===== src/hw/rtl/skht_pkg.sv =====
// ----------------------------------------------------------------------------
// skht_pkg: shared types and constants of the string key hash table
// Mode and status codes, controller states, command and status bundles.
// ----------------------------------------------------------------------------
package skht_pkg;

  localparam int CAPACITY_DEF      = 256;
  localparam int MAX_KEY_BYTES_DEF = 16;

  localparam logic [31:0] FNV_OFFSET = 32'h811c9dc5;
  localparam logic [31:0] FNV_PRIME  = 32'h01000193;

  localparam logic [1:0] MODE_APPEND = 2'd0;
  localparam logic [1:0] MODE_FINISH = 2'd1;
  localparam logic [1:0] MODE_CLEAR  = 2'd2;

  localparam logic [2:0] STAT_FOUND    = 3'd0;
  localparam logic [2:0] STAT_INSERTED = 3'd1;
  localparam logic [2:0] STAT_ABSENT   = 3'd2;
  localparam logic [2:0] STAT_FULL     = 3'd3;
  localparam logic [2:0] STAT_TOO_LONG = 3'd4;

  typedef enum logic [3:0] {
    ST_IDLE,
    ST_CLEAR,
    ST_MOD,
    ST_RD_META,
    ST_CHK_META,
    ST_RD_BYTE,
    ST_CHK_BYTE,
    ST_CPY_RD,
    ST_CPY_WR,
    ST_RESULT
  } state_t;

  typedef struct packed {
    logic       append;
    logic       clr_start;
    logic       clr_step;
    logic       finish;
    logic       mod_step;
    logic       rd_meta;
    logic       probe_adv;
    logic       byte_rst;
    logic       rd_byte;
    logic       byte_adv;
    logic       ins_meta;
    logic       cpy_wr;
    logic       res_set;
    logic [2:0] res_code;
    logic       res_slot;
    logic       out_load;
  } cmd_t;

  typedef struct packed {
    logic overflow;
    logic mod_last;
    logic clr_last;
    logic meta_used;
    logic meta_match;
    logic len_zero;
    logic probe_last;
    logic byte_eq;
    logic byte_last;
    logic add;
    logic full;
    logic out_free;
  } status_t;

endpackage


===== src/hw/rtl/skht_ctrl.sv =====
// ----------------------------------------------------------------------------
// skht_ctrl: sequencer of the hash table
// Steps through clear sweep, hash reduction, probing, compare and copy.
// ----------------------------------------------------------------------------
module skht_ctrl (
  input  logic              clk,
  input  logic              rst,
  input  logic              in_valid,
  input  logic [1:0]        mode,
  output logic              in_ready,
  input  skht_pkg::status_t st,
  output skht_pkg::cmd_t    cmd
);
  import skht_pkg::*;

  state_t state, state_next;
  logic   acc;

  assign in_ready = (state == ST_IDLE);
  assign acc      = in_valid && in_ready;

  always_ff @(posedge clk) begin
    if (rst) begin
      state <= ST_CLEAR;
    end else begin
      state <= state_next;
    end
  end

  always_comb begin
    state_next = state;
    case (state)
      ST_IDLE: begin
        if (acc) begin
          case (mode)
            MODE_FINISH: state_next = st.overflow ? ST_RESULT : ST_MOD;
            MODE_CLEAR:  state_next = ST_CLEAR;
            default:     state_next = ST_IDLE;
          endcase
        end
      end
      ST_CLEAR:   if (st.clr_last) state_next = ST_IDLE;
      ST_MOD:     if (st.mod_last) state_next = ST_RD_META;
      ST_RD_META: state_next = ST_CHK_META;
      ST_CHK_META: begin
        if (!st.meta_used) begin
          if (!st.add || st.full || st.len_zero) state_next = ST_RESULT;
          else                                   state_next = ST_CPY_RD;
        end else if (st.meta_match) begin
          state_next = st.len_zero ? ST_RESULT : ST_RD_BYTE;
        end else begin
          state_next = st.probe_last ? ST_RESULT : ST_RD_META;
        end
      end
      ST_RD_BYTE: state_next = ST_CHK_BYTE;
      ST_CHK_BYTE: begin
        if (!st.byte_eq) state_next = st.probe_last ? ST_RESULT : ST_RD_META;
        else             state_next = st.byte_last ? ST_RESULT : ST_RD_BYTE;
      end
      ST_CPY_RD: state_next = ST_CPY_WR;
      ST_CPY_WR: state_next = st.byte_last ? ST_RESULT : ST_CPY_RD;
      ST_RESULT: if (st.out_free) state_next = ST_IDLE;
      default:   state_next = ST_IDLE;
    endcase
  end

  always_comb begin
    cmd = '0;
    case (state)
      ST_IDLE: begin
        if (acc) begin
          case (mode)
            MODE_APPEND: cmd.append = 1'b1;
            MODE_FINISH: begin
              cmd.finish = 1'b1;
              if (st.overflow) begin
                cmd.res_set  = 1'b1;
                cmd.res_code = STAT_TOO_LONG;
              end
            end
            MODE_CLEAR: cmd.clr_start = 1'b1;
            default:    cmd = '0;
          endcase
        end
      end
      ST_CLEAR:   cmd.clr_step = 1'b1;
      ST_MOD:     cmd.mod_step = 1'b1;
      ST_RD_META: cmd.rd_meta  = 1'b1;
      ST_CHK_META: begin
        cmd.byte_rst = 1'b1;
        if (!st.meta_used) begin
          cmd.res_set = 1'b1;
          if (!st.add) begin
            cmd.res_code = STAT_ABSENT;
          end else if (st.full) begin
            cmd.res_code = STAT_FULL;
          end else begin
            cmd.ins_meta = 1'b1;
            cmd.res_code = STAT_INSERTED;
            cmd.res_slot = 1'b1;
          end
        end else if (st.meta_match) begin
          if (st.len_zero) begin
            cmd.res_set  = 1'b1;
            cmd.res_code = STAT_FOUND;
            cmd.res_slot = 1'b1;
          end
        end else if (st.probe_last) begin
          cmd.res_set  = 1'b1;
          cmd.res_code = st.add ? STAT_FULL : STAT_ABSENT;
        end else begin
          cmd.probe_adv = 1'b1;
        end
      end
      ST_RD_BYTE: cmd.rd_byte = 1'b1;
      ST_CHK_BYTE: begin
        if (!st.byte_eq) begin
          if (st.probe_last) begin
            cmd.res_set  = 1'b1;
            cmd.res_code = st.add ? STAT_FULL : STAT_ABSENT;
          end else begin
            cmd.probe_adv = 1'b1;
          end
        end else if (st.byte_last) begin
          cmd.res_set  = 1'b1;
          cmd.res_code = STAT_FOUND;
          cmd.res_slot = 1'b1;
        end else begin
          cmd.byte_adv = 1'b1;
        end
      end
      ST_CPY_RD: cmd.rd_byte = 1'b1;
      ST_CPY_WR: begin
        cmd.cpy_wr   = 1'b1;
        cmd.byte_adv = !st.byte_last;
      end
      ST_RESULT: cmd.out_load = st.out_free;
      default:   cmd = '0;
    endcase
  end

endmodule


===== config.mk =====
export PLATFORM = sky130hd
export DESIGN_NAME = skht_ctrl
export DESIGN_NICKNAME = d
export VERILOG_FILES = /design/src/hw/rtl/skht_pkg.sv /design/src/hw/rtl/skht_ctrl.sv
export SDC_FILE = /design/constraint.sdc
export NUM_CORES = 1
export LEC_CHECK = 0
export ABC_AREA = 1
export BUFFER_PORTS_ARGS = -buffer_cell sky130_fd_sc_hd__buf_2
export CAP_MARGIN = 40
export CELL_PAD_IN_SITES_DETAIL_PLACEMENT = 0
export CELL_PAD_IN_SITES_GLOBAL_PLACEMENT = 2
export CORE_MARGIN = 2
export CORE_UTILIZATION = 20
export DETAILED_ROUTE_END_ITERATION = 10
export GPL_TIMING_DRIVEN = 0
export PLACE_DENSITY = 0.83
export SLEW_MARGIN = 10
export SYNTH_ARGS = -nofsm -noshare
export SYNTH_HDL_FRONTEND = slang
export SYNTH_SLANG_ARGS = --single-unit

===== constraint.sdc =====
create_clock -name clk -period 1.65 [get_ports clk]
set_clock_uncertainty 0.15 [all_clocks]
set_input_delay 0 -clock clk [delete_from_list [all_inputs] [get_ports clk]]
set_output_delay 0 -clock clk [all_outputs]
set_load 0.02 [all_outputs]

==> flow_metrics.tcl <==
set metrics [dict create \
    status "completed" \
    wl_per_cell_um 9.17 \
    top_register "state" \
    worst_pin_slew_ns 0.295 \
    die-width_um 61.8 \
    ir_drop_uv 130 \
    synthCells 122 \
    hold_slack_ns 0.0196 \
    drive_gt1_share_pct 43.2 \
    crit_type "reg -> out" \
    postLayoutSetupSlackWorst_ns 0.0691 \
    finalHoldViolCount 0 \
    ys_top_cells_by_count "nand2_1 (24), inv_1 (19), nor2_1 (15)" \
    ys_ff_latch 4 \
    fin_crit_ns 1.58 \
    startpoint "state[1]$_SDFFE_PP0P_" \
    dp_slack_ns 0.172 \
    globalRouteTotalUtil_pct 10.5 \
    drt_pass1_iterations 4 \
    drc 0 \
    slew_viol_final 0 \
    routed_wl_mm 1.95 \
    dp_hpwl_mm 1.72 \
    fin_crit_sh_pct 95.8 \
    drt-initial-drc-count 6 \
    r2r-start "state[1]$_SDFFE_PP0P_" \
    overflow 0 \
    cts.clk_slew.worst_paths_ns 0.03 \
    nets 191 \
    numCtsBuffers 3 \
    initial_core_util_pct 21.4 \
    required_ns 1.50 \
    viasPerCell 4.12 \
    fp.dieH_um 61.8 \
    coreArea_um2 3130 \
    portBuffers 35 \
    syn_nets 142 \
    yosys_warnings 0 \
    syn_area_um2 668 \
    grt_antenna_before_repair 0 \
    rsz0062_at_grt "true" \
    hp-start "st[11]" \
    htree_levels 1 \
    rows 20 \
    synth_top_cells_by_area "nand2_1 (13%), dfxtp_1 (12%), inv_1 (11%), nand3_1 (9.0%), nor2_1 (8.4%)" \
    leakage_nw 0.597 \
    cp-end-kind "output port" \
    yosysTopAreaCell "nand2_1" \
    globalplace.congestion 0.770 \
    met2_usage_pct 19.1 \
    clock_latency_ns 0.23 \
    via_count 878 \
    start_kind "flop" \
    ys_types 21 \
    p_per_area_nw_per_um2 399 \
    grt_max_degree 7 \
    met3_usage_pct 0.828 \
    clock_path_buffers 2 \
    grt_pass1_wl_mm 3.08 \
    ys_async_sr_fraction_pct 0 \
    cap_violations 0 \
    grt_pass1_vias 788 \
    critPathMaxFanout 4 \
    area_delta_synth_final_pct 56.2 \
    syn_area_per_cell_um2 5.48 \
    grt_use_met1_pct 13.1 \
    setup_viol 0 \
    grt_busiest_layer "met2" \
    root_buffer "clkbuf_4" \
    seq_area_frac_synth_pct 12.0 \
    slew_headroom_pct 80.2 \
    synthFlopType "dfxtp_1" \
    max_freq_mhz 633 \
    dieArea_um2 3820 \
    top_regs "state: 4 flops" \
    yosysTopAreaCellShare_pct 13.5 \
    largest_reg_flops 4 \
    ant_nets 0 \
    ios 36 \
    yosysMostFrequentCell "nand2_1" \
    clock-sinks 4 \
    n_antenna_cell 0 \
    hp-class "in -> reg" \
    synth_edf_count 0 \
    cts_tree "built" \
    cp.arrival_ns 1.43 \
]
==> cell type report <==
cell class / count / area (um^2)
multi-input combinational: 90 / 515
clock buffer: 3 / 22.5
fill: 362 / 2080
inverter: 28 / 105
sequential: 4 / 85.1
tap: 44 / 55.1
timing repair buffer: 44 / 260
==> final timing paths <==
| path | end | slack [ns] | depth (start not counted) |
|---|---|---|---|
| max | cmd[5] | 0.07 | 8 |
| min | state[0]$_SDFFE_PP1P_ | 0.02 | 5 |
| max reg2reg | state[1]$_SDFFE_PP0P_ | 0.22 | 8 |
| min reg2reg | state[0]$_SDFFE_PP1P_ | 0.52 | 4 |
==> cells by family (layout without fill, tap and decap cells) <==
logic type | Yosys count | count (layout) | share of synthesized area (%)
simple gates | 77 | 77 | 58.1
buf+inv | 28 | 75 | 15.7
compound gates | 10 | 10 | 8.61
flops | 4 | 4 | 12.0
fa+ha+maj | 3 | 3 | 5.62
==> metrics by stage <==
step                power (mW)  cell area, um^2  util (%)  std cells  TNS [ns]
global placement         0.273              898      28.7        201         0
CTS                      0.408              990      31.6        210         0
global route             0.454             1040      33.4        213   -0.0663
finish                   0.417             1040      33.4        213         0
detailed placement       0.274              898      28.7        201         0
floorplan                0.218              668         -        122         0
==> cells in the final DEF (no fill, tap or decap), drive strengths merged <==
cell,count
a21oi,4
nor4,1
o221ai,1
nor2,24
buf,40
o21ai,4
clkbuf,3
o41ai,1
dlygate4sd3,4
nor3b,2
inv,28
nand2,30
nor3,5
nand3b,2
ha,3
nand3,12
nand4,1
dfxtp,4
==> critical path, cell delays in order (launching register included) <==
cell and delay [ns]:
dfxtp_2 0.34, nor2_4 0.17, nand2_4 0.08, inv_2 0.08, nand2_4 0.06, nor3_4 0.19, nor3b_1 0.07, nand2_1 0.06
buf_4 0.13
==> timing repair <==
item | CTS | global route
gates resized for setup | 4 | 10
setup endpoints to repair | 4 | 6
hold buffers | 4 | 0
hold endpoints to repair | 4 | 0
pin swaps | 2 | 3
buffers inserted | 2 | 3
==> power breakdown <==
part | total, mW | internal [mW] | leakage [nW] | switching [mW]
Sequential | 0.112 | 0.103 | 0.0340 | 0.00942
Clock | 0.117 | 0.0811 | 0.0138 | 0.0361
Combinational | 0.187 | 0.0734 | 0.549 | 0.114
Total | 0.417 | 0.257 | 0.597 | 0.159
==> layer usage <==
| layer | part of all wire (%) | routed length, um |
|---|---|---|
| met5 | 0 | 0 |
| met3 | 2.8 | 55 |
| met1 | 44 | 855 |
| met2 | 53 | 1030 |
| met4 | 0.51 | 10 |
No activity file was read; power rests on OpenSTA's default activity.
